$ cat config.mk
export PLATFORM = sky130hd
export DESIGN_NAME = min_label_propagation_unit
export DESIGN_NICKNAME = d
export VERILOG_FILES = /design/src/mlp_pkg.sv /design/src/mlp_cfg.sv /design/src/mlp_label_mem.sv /design/src/mlp_edge_mem.sv /design/src/mlp_seq.sv /design/src/min_label_propagation_unit.sv
export SDC_FILE = /design/constraint.sdc
export NUM_CORES = 2
export LEC_CHECK = 0
export BUFFER_PORTS_ARGS = -buffer_cell sky130_fd_sc_hd__buf_2
export CAP_MARGIN = 25
export CORE_ASPECT_RATIO = 0.8
export CORE_MARGIN = 3
export CORE_UTILIZATION = 50
export CTS_CLUSTER_DIAMETER = 80
export CTS_CLUSTER_SIZE = 40
export DETAILED_ROUTE_END_ITERATION = 12
export PLACE_DENSITY = 0.69
export SYNTH_ARGS = -nofsm -noshare
export SYNTH_HDL_FRONTEND = slang
export SYNTH_HIERARCHICAL = 1
export SYNTH_SLANG_ARGS = --single-unit
$ cat constraint.sdc
create_clock -name clk -period 30.8 [get_ports clk]
set_input_delay 0 -clock clk [delete_from_list [all_inputs] [get_ports clk]]
set_output_delay 0 -clock clk [all_outputs]
set_load 0.02 [all_outputs]
$ cat src/mlp_pkg.sv
// Shared types and constants of the minimum-label propagation unit.
`default_nettype none
package mlp_pkg;

    typedef enum logic [1:0] {
        ACT_CLEAR = 2'd0,
        ACT_ADD   = 2'd1,
        ACT_PROP  = 2'd2,
        ACT_READ  = 2'd3
    } act_t;

    typedef enum logic [3:0] {
        S_INIT,
        S_IDLE,
        S_EXEC,
        S_CLR,
        S_RD_OUT,
        S_P_LBL,
        S_P_WX,
        S_P_WY
    } state_t;

    typedef struct packed {
        logic [6:0] node_count;
        logic [7:0] pass_count;
    } cfg_t;

    localparam logic [1:0] ST_OK       = 2'd0;
    localparam logic [1:0] ST_BAD_NODE = 2'd1;
    localparam logic [1:0] ST_FULL     = 2'd2;

    localparam logic REG_NODE_COUNT = 1'b0;
    localparam logic REG_PASS_COUNT = 1'b1;

    localparam logic [6:0] NODE_COUNT_RST = 7'd64;
    localparam logic [7:0] PASS_COUNT_RST = 8'd20;

endpackage
`default_nettype wire

$ cat src/mlp_cfg.sv
// APB configuration registers: node count and passes per propagate.
`default_nettype none
module mlp_cfg (
    input  wire logic         clk,
    input  wire logic         rst_n,
    input  wire logic         psel,
    input  wire logic         penable,
    input  wire logic         pwrite,
    input  wire logic [2:0]   paddr,
    input  wire logic [31:0]  pwdata,
    output logic [31:0]       prdata,
    output logic              pready,
    output mlp_pkg::cfg_t     cfg
);
    import mlp_pkg::*;

    cfg_t cfg_reg;
    logic wr_en;

    assign pready = 1'b1;
    assign wr_en  = psel & penable & pwrite;
    assign cfg    = cfg_reg;

    always_ff @(posedge clk or negedge rst_n)
    begin
        if (!rst_n)
        begin
            cfg_reg.node_count <= NODE_COUNT_RST;
            cfg_reg.pass_count <= PASS_COUNT_RST;
        end
        else if (wr_en)
        begin
            case (paddr[2])
                REG_NODE_COUNT: cfg_reg.node_count <= pwdata[6:0];
                REG_PASS_COUNT: cfg_reg.pass_count <= pwdata[7:0];
                default:        cfg_reg <= cfg_reg;
            endcase
        end
    end

    always_comb
    begin
        case (paddr[2])
            REG_NODE_COUNT: prdata = {25'd0, cfg_reg.node_count};
            REG_PASS_COUNT: prdata = {24'd0, cfg_reg.pass_count};
            default:        prdata = 32'd0;
        endcase
    end

endmodule
`default_nettype wire

$ cat src/mlp_label_mem.sv
// Label memory: one write port, two registered read ports.
`default_nettype none
module mlp_label_mem #(
    parameter int DEPTH = 64,
    parameter int AW    = 6,
    parameter int DW    = 7
) (
    input  wire logic          clk,
    input  wire logic          wr_en,
    input  wire logic [AW-1:0] wr_addr,
    input  wire logic [DW-1:0] wr_data,
    input  wire logic          rd_a_en,
    input  wire logic [AW-1:0] rd_a_addr,
    output logic [DW-1:0]      rd_a_data,
    input  wire logic          rd_b_en,
    input  wire logic [AW-1:0] rd_b_addr,
    output logic [DW-1:0]      rd_b_data
);
    logic [DW-1:0] mem [DEPTH];

    always_ff @(posedge clk)
    begin
        if (wr_en)
        begin
            mem[wr_addr] <= wr_data;
        end
        if (rd_a_en)
        begin
            rd_a_data <= mem[rd_a_addr];
        end
        if (rd_b_en)
        begin
            rd_b_data <= mem[rd_b_addr];
        end
    end

endmodule
`default_nettype wire

$ cat src/mlp_edge_mem.sv
// Edge store: one write port, one registered read port.
`default_nettype none
module mlp_edge_mem #(
    parameter int DEPTH = 256,
    parameter int AW    = 8,
    parameter int DW    = 12
) (
    input  wire logic          clk,
    input  wire logic          wr_en,
    input  wire logic [AW-1:0] wr_addr,
    input  wire logic [DW-1:0] wr_data,
    input  wire logic          rd_en,
    input  wire logic [AW-1:0] rd_addr,
    output logic [DW-1:0]      rd_data
);
    logic [DW-1:0] mem [DEPTH];

    always_ff @(posedge clk)
    begin
        if (wr_en)
        begin
            mem[wr_addr] <= wr_data;
        end
        if (rd_en)
        begin
            rd_data <= mem[rd_addr];
        end
    end

endmodule
`default_nettype wire

$ cat src/mlp_seq.sv
// Sequencer with the shared min-compare unit: clear sweep, add, read, passes.
`default_nettype none
module mlp_seq #(
    parameter int MAX_NODE_COUNT = 64,
    parameter int MAX_EDGE_COUNT = 256,
    parameter int NW  = 6,
    parameter int LW  = 7,
    parameter int EAW = 8,
    parameter int ECW = 9
) (
    input  wire logic           clk,
    input  wire logic           rst_n,
    input  wire mlp_pkg::cfg_t  cfg,
    input  wire logic           start,
    output logic                busy,
    input  wire logic [1:0]     action,
    input  wire logic [6:0]     node_a,
    input  wire logic [6:0]     node_b,
    output logic                done,
    output logic [6:0]          label,
    output logic [1:0]          status,
    output logic [8:0]          edges_held,
    // label memory
    output logic                lw_en,
    output logic [NW-1:0]       lw_addr,
    output logic [LW-1:0]       lw_data,
    output logic                lrx_en,
    output logic [NW-1:0]       lrx_addr,
    input  wire logic [LW-1:0]  lrx_data,
    output logic                lry_en,
    output logic [NW-1:0]       lry_addr,
    input  wire logic [LW-1:0]  lry_data,
    // edge store
    output logic                ew_en,
    output logic [EAW-1:0]      ew_addr,
    output logic [2*NW-1:0]     ew_data,
    output logic                er_en,
    output logic [EAW-1:0]      er_addr,
    input  wire logic [2*NW-1:0] er_data
);
    import mlp_pkg::*;

    state_t          state_reg, state_next;
    act_t            act_reg, act_next;
    logic [6:0]      a_reg, a_next;
    logic [6:0]      b_reg, b_next;
    logic [NW-1:0]   idx_reg, idx_next;
    logic [ECW-1:0]  e_reg, e_next;
    logic [ECW-1:0]  total_reg, total_next;
    logic [7:0]      pass_reg, pass_next;
    logic [LW-1:0]   m_reg, m_next;
    logic [NW-1:0]   y_reg, y_next;
    logic            done_reg, done_next;
    logic [6:0]      label_reg, label_next;
    logic [1:0]      status_reg, status_next;

    logic [ECW-1:0]  e_inc;
    logic            last_edge;
    logic [LW-1:0]   lbl_min;
    logic [7:0]      pass_inc;

    function automatic logic node_ok(input logic [6:0] n);
        return (n != 7'd0) && (n <= cfg.node_count) && (32'(n) <= MAX_NODE_COUNT);
    endfunction

    assign busy       = (state_reg != S_IDLE);
    assign done       = done_reg;
    assign label      = label_reg;
    assign status     = status_reg;
    assign edges_held = 9'(total_reg);

    assign e_inc     = e_reg + ECW'(1);
    assign last_edge = (e_inc == total_reg);
    assign lbl_min   = (lrx_data < lry_data) ? lrx_data : lry_data;
    assign pass_inc  = pass_reg + 8'd1;

    always_ff @(posedge clk or negedge rst_n)
    begin
        if (!rst_n)
        begin
            state_reg <= S_INIT;
            idx_reg   <= '0;
            total_reg <= '0;
            done_reg  <= 1'b0;
        end
        else
        begin
            state_reg <= state_next;
            idx_reg   <= idx_next;
            total_reg <= total_next;
            done_reg  <= done_next;
        end
    end

    always_ff @(posedge clk)
    begin
        act_reg    <= act_next;
        a_reg      <= a_next;
        b_reg      <= b_next;
        e_reg      <= e_next;
        pass_reg   <= pass_next;
        m_reg      <= m_next;
        y_reg      <= y_next;
        label_reg  <= label_next;
        status_reg <= status_next;
    end

    always_comb
    begin
        state_next  = state_reg;
        act_next    = act_reg;
        a_next      = a_reg;
        b_next      = b_reg;
        idx_next    = idx_reg;
        e_next      = e_reg;
        total_next  = total_reg;
        pass_next   = pass_reg;
        m_next      = m_reg;
        y_next      = y_reg;
        done_next   = 1'b0;
        label_next  = label_reg;
        status_next = status_reg;

        lw_en    = 1'b0;
        lw_addr  = idx_reg;
        lw_data  = LW'(idx_reg) + LW'(1);
        lrx_en   = 1'b0;
        lrx_addr = er_data[NW-1:0];
        lry_en   = 1'b0;
        lry_addr = er_data[2*NW-1:NW];
        ew_en    = 1'b0;
        ew_addr  = total_reg[EAW-1:0];
        ew_data  = {NW'(b_reg - 7'd1), NW'(a_reg - 7'd1)};
        er_en    = 1'b0;
        er_addr  = '0;

        case (state_reg)
            S_INIT, S_CLR:
            begin
                // sweep labels back to node number, one entry a cycle
                lw_en    = 1'b1;
                idx_next = idx_reg + NW'(1);
                if (idx_reg == NW'(MAX_NODE_COUNT - 1))
                begin
                    state_next = S_IDLE;
                    if (state_reg == S_CLR)
                    begin
                        done_next   = 1'b1;
                        label_next  = 7'd0;
                        status_next = ST_OK;
                    end
                end
            end
            S_IDLE:
            begin
                if (start)
                begin
                    act_next   = act_t'(action);
                    a_next     = node_a;
                    b_next     = node_b;
                    state_next = S_EXEC;
                end
            end
            S_EXEC:
            begin
                label_next  = 7'd0;
                status_next = ST_OK;
                case (act_reg)
                    ACT_CLEAR:
                    begin
                        total_next = '0;
                        idx_next   = '0;
                        state_next = S_CLR;
                    end
                    ACT_ADD:
                    begin
                        done_next  = 1'b1;
                        state_next = S_IDLE;
                        if (!node_ok(a_reg) || !node_ok(b_reg))
                        begin
                            status_next = ST_BAD_NODE;
                        end
                        else if (32'(total_reg) >= MAX_EDGE_COUNT)
                        begin
                            status_next = ST_FULL;
                        end
                        else
                        begin
                            ew_en      = 1'b1;
                            total_next = total_reg + ECW'(1);
                        end
                    end
                    ACT_PROP:
                    begin
                        if (cfg.pass_count == 8'd0 || total_reg == '0)
                        begin
                            done_next  = 1'b1;
                            state_next = S_IDLE;
                        end
                        else
                        begin
                            er_en      = 1'b1;
                            er_addr    = '0;
                            e_next     = '0;
                            pass_next  = 8'd0;
                            state_next = S_P_LBL;
                        end
                    end
                    ACT_READ:
                    begin
                        if (node_ok(a_reg))
                        begin
                            lrx_en     = 1'b1;
                            lrx_addr   = NW'(a_reg - 7'd1);
                            state_next = S_RD_OUT;
                        end
                        else
                        begin
                            status_next = ST_BAD_NODE;
                            done_next   = 1'b1;
                            state_next  = S_IDLE;
                        end
                    end
                    default:
                    begin
                        state_next = S_IDLE;
                    end
                endcase
            end
            S_RD_OUT:
            begin
                label_next = 7'(lrx_data);
                done_next  = 1'b1;
                state_next = S_IDLE;
            end
            S_P_LBL:
            begin
                lrx_en     = 1'b1;
                lry_en     = 1'b1;
                state_next = S_P_WX;
            end
            S_P_WX:
            begin
                // edge data still holds this edge; fetch the next one behind it
                lw_en   = 1'b1;
                lw_addr = er_data[NW-1:0];
                lw_data = lbl_min;
                m_next  = lbl_min;
                y_next  = er_data[2*NW-1:NW];
                er_en   = 1'b1;
                er_addr = last_edge ? '0 : e_inc[EAW-1:0];
                state_next = S_P_WY;
            end
            S_P_WY:
            begin
                lw_en   = 1'b1;
                lw_addr = y_reg;
                lw_data = m_reg;
                if (last_edge)
                begin
                    e_next    = '0;
                    pass_next = pass_inc;
                    if (pass_inc == cfg.pass_count)
                    begin
                        done_next  = 1'b1;
                        state_next = S_IDLE;
                    end
                    else
                    begin
                        state_next = S_P_LBL;
                    end
                end
                else
                begin
                    e_next     = e_inc;
                    state_next = S_P_LBL;
                end
            end
            default:
            begin
                state_next = S_IDLE;
            end
        endcase
    end

endmodule
`default_nettype wire

$ cat src/min_label_propagation_unit.sv
// Add: S_EXEC checks, then done is registered; read: S_EXEC fetches, S_RD_OUT takes.
// Clear: S_CLR sweeps all labels. Propagate: one edge per three steps of the min unit
// (label read, write of the first endpoint, write of the second on the one write port).
// A new item may be taken in the cycle its predecessor's result is strobed.
// The receiver cannot stall; each result stands for one cycle with done high.
// After reset the label memory is swept, every entry, with busy high.
`default_nettype none
module min_label_propagation_unit #(
    parameter int MAX_NODE_COUNT = 64,
    parameter int MAX_EDGE_COUNT = 256
) (
    input  wire logic        clk,
    input  wire logic        rst_n,
    input  wire logic        start,
    output logic             busy,
    input  wire logic [1:0]  action,
    input  wire logic [6:0]  node_a,
    input  wire logic [6:0]  node_b,
    output logic             done,
    output logic [6:0]       label,
    output logic [1:0]       status,
    output logic [8:0]       edges_held,
    input  wire logic        psel,
    input  wire logic        penable,
    input  wire logic        pwrite,
    input  wire logic [2:0]  paddr,
    input  wire logic [31:0] pwdata,
    output logic [31:0]      prdata,
    output logic             pready
);
    import mlp_pkg::*;

    localparam int NW  = $clog2(MAX_NODE_COUNT);
    localparam int LW  = $clog2(MAX_NODE_COUNT + 1);
    localparam int EAW = (MAX_EDGE_COUNT > 1) ? $clog2(MAX_EDGE_COUNT) : 1;
    localparam int ECW = $clog2(MAX_EDGE_COUNT + 1);

    cfg_t             cfg;
    logic             lw_en, lrx_en, lry_en;
    logic [NW-1:0]    lw_addr, lrx_addr, lry_addr;
    logic [LW-1:0]    lw_data, lrx_data, lry_data;
    logic             ew_en, er_en;
    logic [EAW-1:0]   ew_addr, er_addr;
    logic [2*NW-1:0]  ew_data, er_data;

    mlp_cfg u_cfg (
        .clk     (clk),
        .rst_n   (rst_n),
        .psel    (psel),
        .penable (penable),
        .pwrite  (pwrite),
        .paddr   (paddr),
        .pwdata  (pwdata),
        .prdata  (prdata),
        .pready  (pready),
        .cfg     (cfg)
    );

    mlp_label_mem #(
        .DEPTH (MAX_NODE_COUNT),
        .AW    (NW),
        .DW    (LW)
    ) u_label_mem (
        .clk       (clk),
        .wr_en     (lw_en),
        .wr_addr   (lw_addr),
        .wr_data   (lw_data),
        .rd_a_en   (lrx_en),
        .rd_a_addr (lrx_addr),
        .rd_a_data (lrx_data),
        .rd_b_en   (lry_en),
        .rd_b_addr (lry_addr),
        .rd_b_data (lry_data)
    );

    mlp_edge_mem #(
        .DEPTH (MAX_EDGE_COUNT),
        .AW    (EAW),
        .DW    (2 * NW)
    ) u_edge_mem (
        .clk     (clk),
        .wr_en   (ew_en),
        .wr_addr (ew_addr),
        .wr_data (ew_data),
        .rd_en   (er_en),
        .rd_addr (er_addr),
        .rd_data (er_data)
    );

    mlp_seq #(
        .MAX_NODE_COUNT (MAX_NODE_COUNT),
        .MAX_EDGE_COUNT (MAX_EDGE_COUNT),
        .NW             (NW),
        .LW             (LW),
        .EAW            (EAW),
        .ECW            (ECW)
    ) u_seq (
        .clk        (clk),
        .rst_n      (rst_n),
        .cfg        (cfg),
        .start      (start),
        .busy       (busy),
        .action     (action),
        .node_a     (node_a),
        .node_b     (node_b),
        .done       (done),
        .label      (label),
        .status     (status),
        .edges_held (edges_held),
        .lw_en      (lw_en),
        .lw_addr    (lw_addr),
        .lw_data    (lw_data),
        .lrx_en     (lrx_en),
        .lrx_addr   (lrx_addr),
        .lrx_data   (lrx_data),
        .lry_en     (lry_en),
        .lry_addr   (lry_addr),
        .lry_data   (lry_data),
        .ew_en      (ew_en),
        .ew_addr    (ew_addr),
        .ew_data    (ew_data),
        .er_en      (er_en),
        .er_addr    (er_addr),
        .er_data    (er_data)
    );

    // an accepted transfer always leaves the sequencer busy in the cycle after it
    a_busy_after_start: assert property (@(posedge clk) disable iff (!rst_n)
        start && !busy |=> busy)
        else $error("busy not raised after transfer");

    a_done_single: assert property (@(posedge clk) disable iff (!rst_n)
        done |=> !done)
        else $error("result strobe held for two cycles");

    a_reject_no_label: assert property (@(posedge clk) disable iff (!rst_n)
        done && status != ST_OK |-> label == 7'd0)
        else $error("label on a rejected item");

    a_full_count: assert property (@(posedge clk) disable iff (!rst_n)
        done && status == ST_FULL |-> edges_held == 9'(MAX_EDGE_COUNT))
        else $error("store full flagged below capacity");

endmodule
`default_nettype wire
# Word-level counts from Yosys, hierarchy flattened
# Memories as Yosys holds them, arrays and structs flattened. A register that Yosys moved wholly into a read port is not among the register bits.
# Cells that the tools add are included.
# totals
reg_bits	90
ramBits	3520
inputBits	57
out_inout_bits	53
word_cells	150
mem_count	2
# memory_table
name	words	word_bits	read_ports	rd_ports_with_merged_regs	wr	line_no	rtl
u_edge_mem.mem	256	12	1	1	1	mlp_edge_mem.sv:16	logic [DW-1:0] mem [DEPTH];
u_label_mem.mem	64	7	2	2	1	mlp_label_mem.sv:19	logic [DW-1:0] mem [DEPTH];
# op_classes
n_addsub	7
order_cmp	6
n_eq_ne	23
muxes	64
bitwise_logic	3
reduce_logical	30
# op_table
operator	n
32-bit case mux with 2 select lines	1
9-bit two-way mux	5
8-bit two-way mux	5
9-bit case mux with 2 select lines	2
6-bit two-way mux	4
4-bit case mux with 6 select lines	1
6-bit case mux with 2 select lines	2
1-bit two-way mux	21
7-bit two-way mux	3
7-bit case mux with 3 select lines	1
9-bit by 1-bit adder with 9-bit output (second input constant)	2
4-bit by 3-bit == test with 1-bit output (second input constant)	4
4-bit case mux with 4 select lines	1
8-bit case mux with 2 select lines	1
7-bit <= comparator	2
7-bit <= comparator (second input constant)	2
7-bit case mux with 2 select lines	1
7-bit nonzero test	2
3-bit two-way mux	4
2-bit inequality test (second input constant)	6
6-bit by 1-bit subtractor with 6-bit output (second input constant)	2
2-bit AND reduction	5
9-bit == test	1
9-bit greater-or-equal comparator (second input constant)	1
other kinds (33)	54

# Depth between registers and ports, before layout
# logic_depth
ltp_word	10
depth_mapped	19
ltp_nobuf	14

# By module
# The synthesis kept the hierarchy.
# by_module_without_submodules
module	instances	cells_per_inst	area_per_inst_um2
mlp_edge_mem	1	5506	118752.6
mlp_label_mem	1	1105	21588.2
mlp_seq	1	474	4770.8
mlp_cfg	1	68	885.8

# Least setup slack after synthesis
# Ideal clock, no wire load.
# synth_path
path_kind	register to register
from	register u_seq.a_reg[0]
to	register u_label_mem.rd_a_data[4] (read register of u_label_mem.mem) (data pin)
arrival_time_ps	13360
required_time_ps	30544
slack_ps	17184
path_stages_with_launch	13
n_path_buf	3
period_less_slack_ps	13616
path_cell_list	edfxtp_1 -> inv_1 -> ha_1 -> nand2_1 -> xnor2_1 -> mux2_2 -> clkbuf_1 -> buf_2 -> buf_2 -> nand3_1 -> o221ai_1 -> a21oi_1 -> a22o_1
# synth_via
elab_cells_between_ends	12
classes_between	add/sub (1); order compare (2); mux (6); reduce/logical (3)
# synth_rtl
item	line_no	rtl
start: declaration	mlp_seq.sv:45	logic [6:0] a_reg, a_next;
start signal: assignment	mlp_seq.sv:98	a_reg <= a_next;
6-bit by 1-bit subtractor with 6-bit output	n/a	
net ew_data[0]	min_label_propagation_unit.sv:44	logic [2*NW-1:0] ew_data, er_data;
6-bit two-way mux	mlp_seq.sv:211	if (node_ok(a_reg))
6-bit two-way mux	mlp_seq.sv:168	case (act_reg)
6-bit two-way mux	mlp_seq.sv:137	case (state_reg)
end: declaration	mlp_label_mem.sv:14	output logic [DW-1:0] rd_a_data,
# The timed path passes the listed nets, and every way through them passes these cells.
# A chain may end at the register's enable or synchronous reset.

# Final worst setup path
# layout_path
from	register u_seq.e_reg[0]
to	register u_edge_mem.rd_data[8] (read register of u_edge_mem.mem) (data pin)
# layout_via
elab_chain_len	4
# layout_rtl
item	line_no	rtl
start: declaration	mlp_seq.sv:48	logic [ECW-1:0] e_reg, e_next;
start signal: assignment	mlp_seq.sv:100	e_reg <= e_next;
9-bit by 1-bit adder with 9-bit output (*)	mlp_seq.sv:72	assign e_inc = e_reg + ECW'(1);
9-bit == test	mlp_seq.sv:73	assign last_edge = (e_inc == total_reg);
8-bit two-way mux (*)	mlp_seq.sv:251	er_addr = last_edge ? '0 : e_inc[EAW-1:0];
8-bit two-way mux (*)	n/a	
net er_addr[0]	min_label_propagation_unit.sv:43	logic [EAW-1:0] ew_addr, er_addr;
end: declaration	mlp_edge_mem.sv:14	output logic [DW-1:0] rd_data
# The timed path passes the listed nets; every way through them passes the cells marked *.

==> run_results.csv <==
group,metric,value,unit
synthesis,synth_top_family_by_area,"multiplexers",
sta,rsz0062_at_grt,"no",
floorplan,core_area,288900,um^2
job,cap_violations,0,
worst_setup_path,cp_cell_sequence,"ha_1, xnor2_1, xor2_1, o2111ai_1, a211oi_1, nand3_2, nand2_2, nor2_4, buf_4, buf_12, buf_4, buf_12, buf_4, mux4_2, a22oi_1, a21oi_1, nor3_1, nor4_2",
floorplan,initial_core_util,50.53,%
placement,portBuffers,58,
placement,gp_congestion,0.8764,
sta,relSlewSlack,16.06,%
sta,fin_crit_sh,29.34,%
synthesis,synth-seq-cells,3635,
worst_setup_path,cp_num_buf_inv,5,
route,ant_nets,0,
clocking,clk_path_buf_depth,3,
worst_setup_path,crit_required,31.35,ns
grt,grt_pass1_wl,521.1,mm
route,routedWlPerCell,32.17,um
sta,hold_violations,0,
grt,overflow,0,
floorplan,dieHeight,489.3,um
route,vias,74359,
cells_and_area,fillers,21543,
grt,grt_pass1_vias,72042,
power,peakVddDrop,0.04977,mV
route,wl,362.8,mm
synthesis,synth_compound_area_share,4.024,%
worst_setup_path,critPathSlowestCell,"nor3_1",
cells_and_area,layout-drive-gt1-share,23.25,%
grt,grt_start_max_net_pins,186,
synthesis,synth_seq_area_share,74.65,%
placement,dpl.hpwl,224.1,mm
floorplan,rows,176,
worst_setup_path,cp-end-kind,"flop",
sta,max_freq,110.7,MHz
worst_setup_path,crit_type,"reg2reg",
clocking,cts_made_buffers,119,
cells_and_area,area_delta_synth_final,7.703,%
cells_and_area,largest_reg_flops,3072,
route,firstDrtPassIters,6,
sta,setup_violations,0,
floorplan,io_pins,110,
clocking,ctsHoldBuffers,62,
worst_setup_path,crit_family,"buffers and inverters",
floorplan,fp.dieW,610.1,um
clocking,path_clk_slew,0.13,ns
sta,finalSetupTns,0,ns
worst_setup_path,path_common_cell,"buf_4",
synthesis,synthXorXnorAreaFrac,0.2622,%
worst_setup_path,crit_fanout,102,
synthesis,synth-main-ff-cell,"edfxtp_1",
synthesis,syn_inst,7153,
worst_setup_path,critPathMaxStageDelay,0.91,ns
sta,slew_violations,0,
synthesis,synth-edff-count,3601,
hold_path,hp-class,"in2reg",
worst_setup_path,crit_arrival,9.59,ns
clocking,ctsResizeCount,0,
clocking,clk_latency,0.86,ns
synthesis,synth.distinct_cells,90,
floorplan,floorplan.die_area,298600,um^2
synthesis,yosys.area_share.simple,2.926,%
grt,track_usage,24.06,%
worst_setup_path,worstSetupStartpointType,"flop",
clocking,cts.sink_count,3635,
synthesis,synth_fa_ha_area_share,0.2314,%
power,power.density,49.01,nW/um^2
sta,fin_skew,0.07680,ns
synthesis,yosysWarnings,6,
synthesis,avgSynthCellArea,20.41,um^2
sta,max_slew.worst_pin.slew,1.249,ns
synthesis,async_reset_ff_share,0.9354,%
power,p_leak,46.21,nW
route,drc,0,
route,drt_iter0_drc,11764,
route,via_per_inst,6.594,
clocking,htreeDepth,3,
clocking,post-cts-setup-buffers,0,
sta,min_period,9.035,ns
clocking,tritoncts,"done",
power,power,0.007706,W
cells_and_area,nNetsFinal,7443,
synthesis,muxShareOfSynthArea,15.76,%
clocking,clockRootBuffer,"clkbuf_16",
grt,antenna_found_initial,12,
outcome,status,"complete, no violations",
synthesis,synth_area,146000,um^2
==> worst reg2reg max path, cell delays in order (launching register included) <==
cell	delay, ns
edfxtp_1	0.56
ha_1	0.32
xnor2_1	0.42
xor2_1	0.13
o2111ai_1	0.11
a211oi_1	0.10
nand3_2	0.21
nand2_2	0.28
nor2_4	0.64
buf_4	0.68
buf_12	0.68
buf_4	0.71
buf_12	0.62
buf_4	0.92
mux4_2	0.67
a22oi_1	0.43
a21oi_1	0.14
nor3_1	0.91
nor4_2	0.20
==> logic make-up after synthesis <==
| group | count (synthesis) |
|---|---|
| DFF | 3635 |
| buffers and inverters | 504 |
| xor gates and xnor gates | 42 |
| adders and majority gates | 27 |
| and+or+nand+nor | 889 |
| other | 2 |
| AOI/OAI and AO/OA | 838 |
| muxes | 1216 |
==> layout make-up <==
| class | count | area, um^2 | area share, % |
|---|---|---|---|
| clock buffer | 128 | 3012 | 1.915 |
| multi-input combinational | 3037 | 34410 | 21.88 |
| tap | 3827 | 4788 | 3.045 |
| sequential | 3635 | 109000 | 69.31 |
| clock inverter | 75 | 1077 | 0.6851 |
| inverter | 32 | 150.1 | 0.09549 |
| antenna | 9 | 22.52 | 0.01432 |
| timing repair buffer | 534 | 4798 | 3.052 |
==> placed cells by master, fill, tap and decap left out, types with 27 or more instances in the layout <==
cell / netlist / layout
nor2b_1: 58 / 54
clkbuf_16: 0 / 123
mux2_2: 90 / 90
nand2_1: 107 / 105
dfrtp_1: 31 / 31
a22oi_1: 234 / 234
a211oi_1: 42 / 42
ha_1: 27 / 27
a21oi_1: 153 / 153
o221ai_1: 61 / 61
nor2_2: 0 / 31
nor2_1: 424 / 385
buf_4: 89 / 292
buf_2: 100 / 60
dlygate4sd3_1: 0 / 61
o21ai_0: 61 / 59
nand3_1: 68 / 68
o22ai_1: 110 / 110
nor3_1: 44 / 44
mux2i_1: 265 / 265
buf_6: 48 / 81
mux4_2: 847 / 847
edfxtp_1: 3601 / 3601
==> synthesized netlist by cell type, types with 17 or more instances <==
cell	n	area (um^2)
dfrtp_1	31	775.7
a22oi_1	234	1757
clkbuf_1	186	698.2
a21oi_1	153	765.7
buf_4	89	668.1
buf_2	100	500.5
edfxtp_1	3601	108100
a211oi_1	42	315.3
o22ai_1	110	688.2
nand4_1	25	156.4
nand2_1	107	401.6
buf_6	48	540.5
nor4_1	40	250.2
ha_1	27	337.8
xor2_1	25	219.0
nand2b_1	23	143.9
o21ai_0	61	305.3
o221ai_1	61	534.3
inv_1	29	108.9
mux2i_1	265	2653
nand3_1	68	340.3
nor2b_1	58	362.9
mux4_2	847	19080
a221oi_1	26	227.7
a21o_1	17	127.6
nor2_1	424	1592
a31oi_1	19	118.9
a22o_1	25	219.0
buf_1	19	71.32
mux2_2	90	1013
nor3_1	44	220.2
==> stage by stage <==
step	std cells	hold WS [ns]	utilization (%)	worst slack [ns]	cell area (um^2)
2_1_floorplan	7176	-0.2956	-	17.18	146100
3_3_place_gp	10855	0.1272	52.21	21.20	150800
3_5_place_dp	10976	0.1163	52.64	21.27	152100
4_1_cts	11241	0.03532	54.28	21.22	156800
5_1_grt	11272	0.1216	54.42	21.07	157200
6_report	11277	0.1323	54.43	21.76	157200
==> path summary, 6_finish.rpt <==
| kind | cells after the start | to | slack, ns | startpoint |
|---|---|---|---|---|
| max reg2reg | 18 | u_edge_mem/rd_data[8] | 21.76 | u_seq/e_reg[0] |
| min in group asynchronous | 3 | u_cfg/cfg[4] | 0.27 | rst_n |
| max in group asynchronous | 4 | u_seq/idx_reg[3] | 30.32 | rst_n |
| min reg2reg | 1 | u_cfg/cfg[13] | 0.57 | u_cfg/cfg[13] |
| min | 4 | u_seq/state_reg[1] | 0.13 | start |
| max | 18 | u_edge_mem/rd_data[8] | 21.76 | u_seq/e_reg[0] |
==> per-layer routing <==
layer	global-route usage [%]	up-vias	wire [um]
met3	5.697	438	45080
met5	0	-	0
met2	35.54	4490	162500
met4	5.437	0	8946
li1	-	30090	-
met1	36.66	39341	146300
==> report_power, final <==
group	leakage [nW]	switching, W	internal (W)
sequential	32.5	0.00000556	0.00535
combinational	11.8	0.0000227	0.0000210
clock	1.95	0.00151	0.000800
total	46.2	0.00154	0.00617
Note: power is estimated with default switching activity, not from simulation.
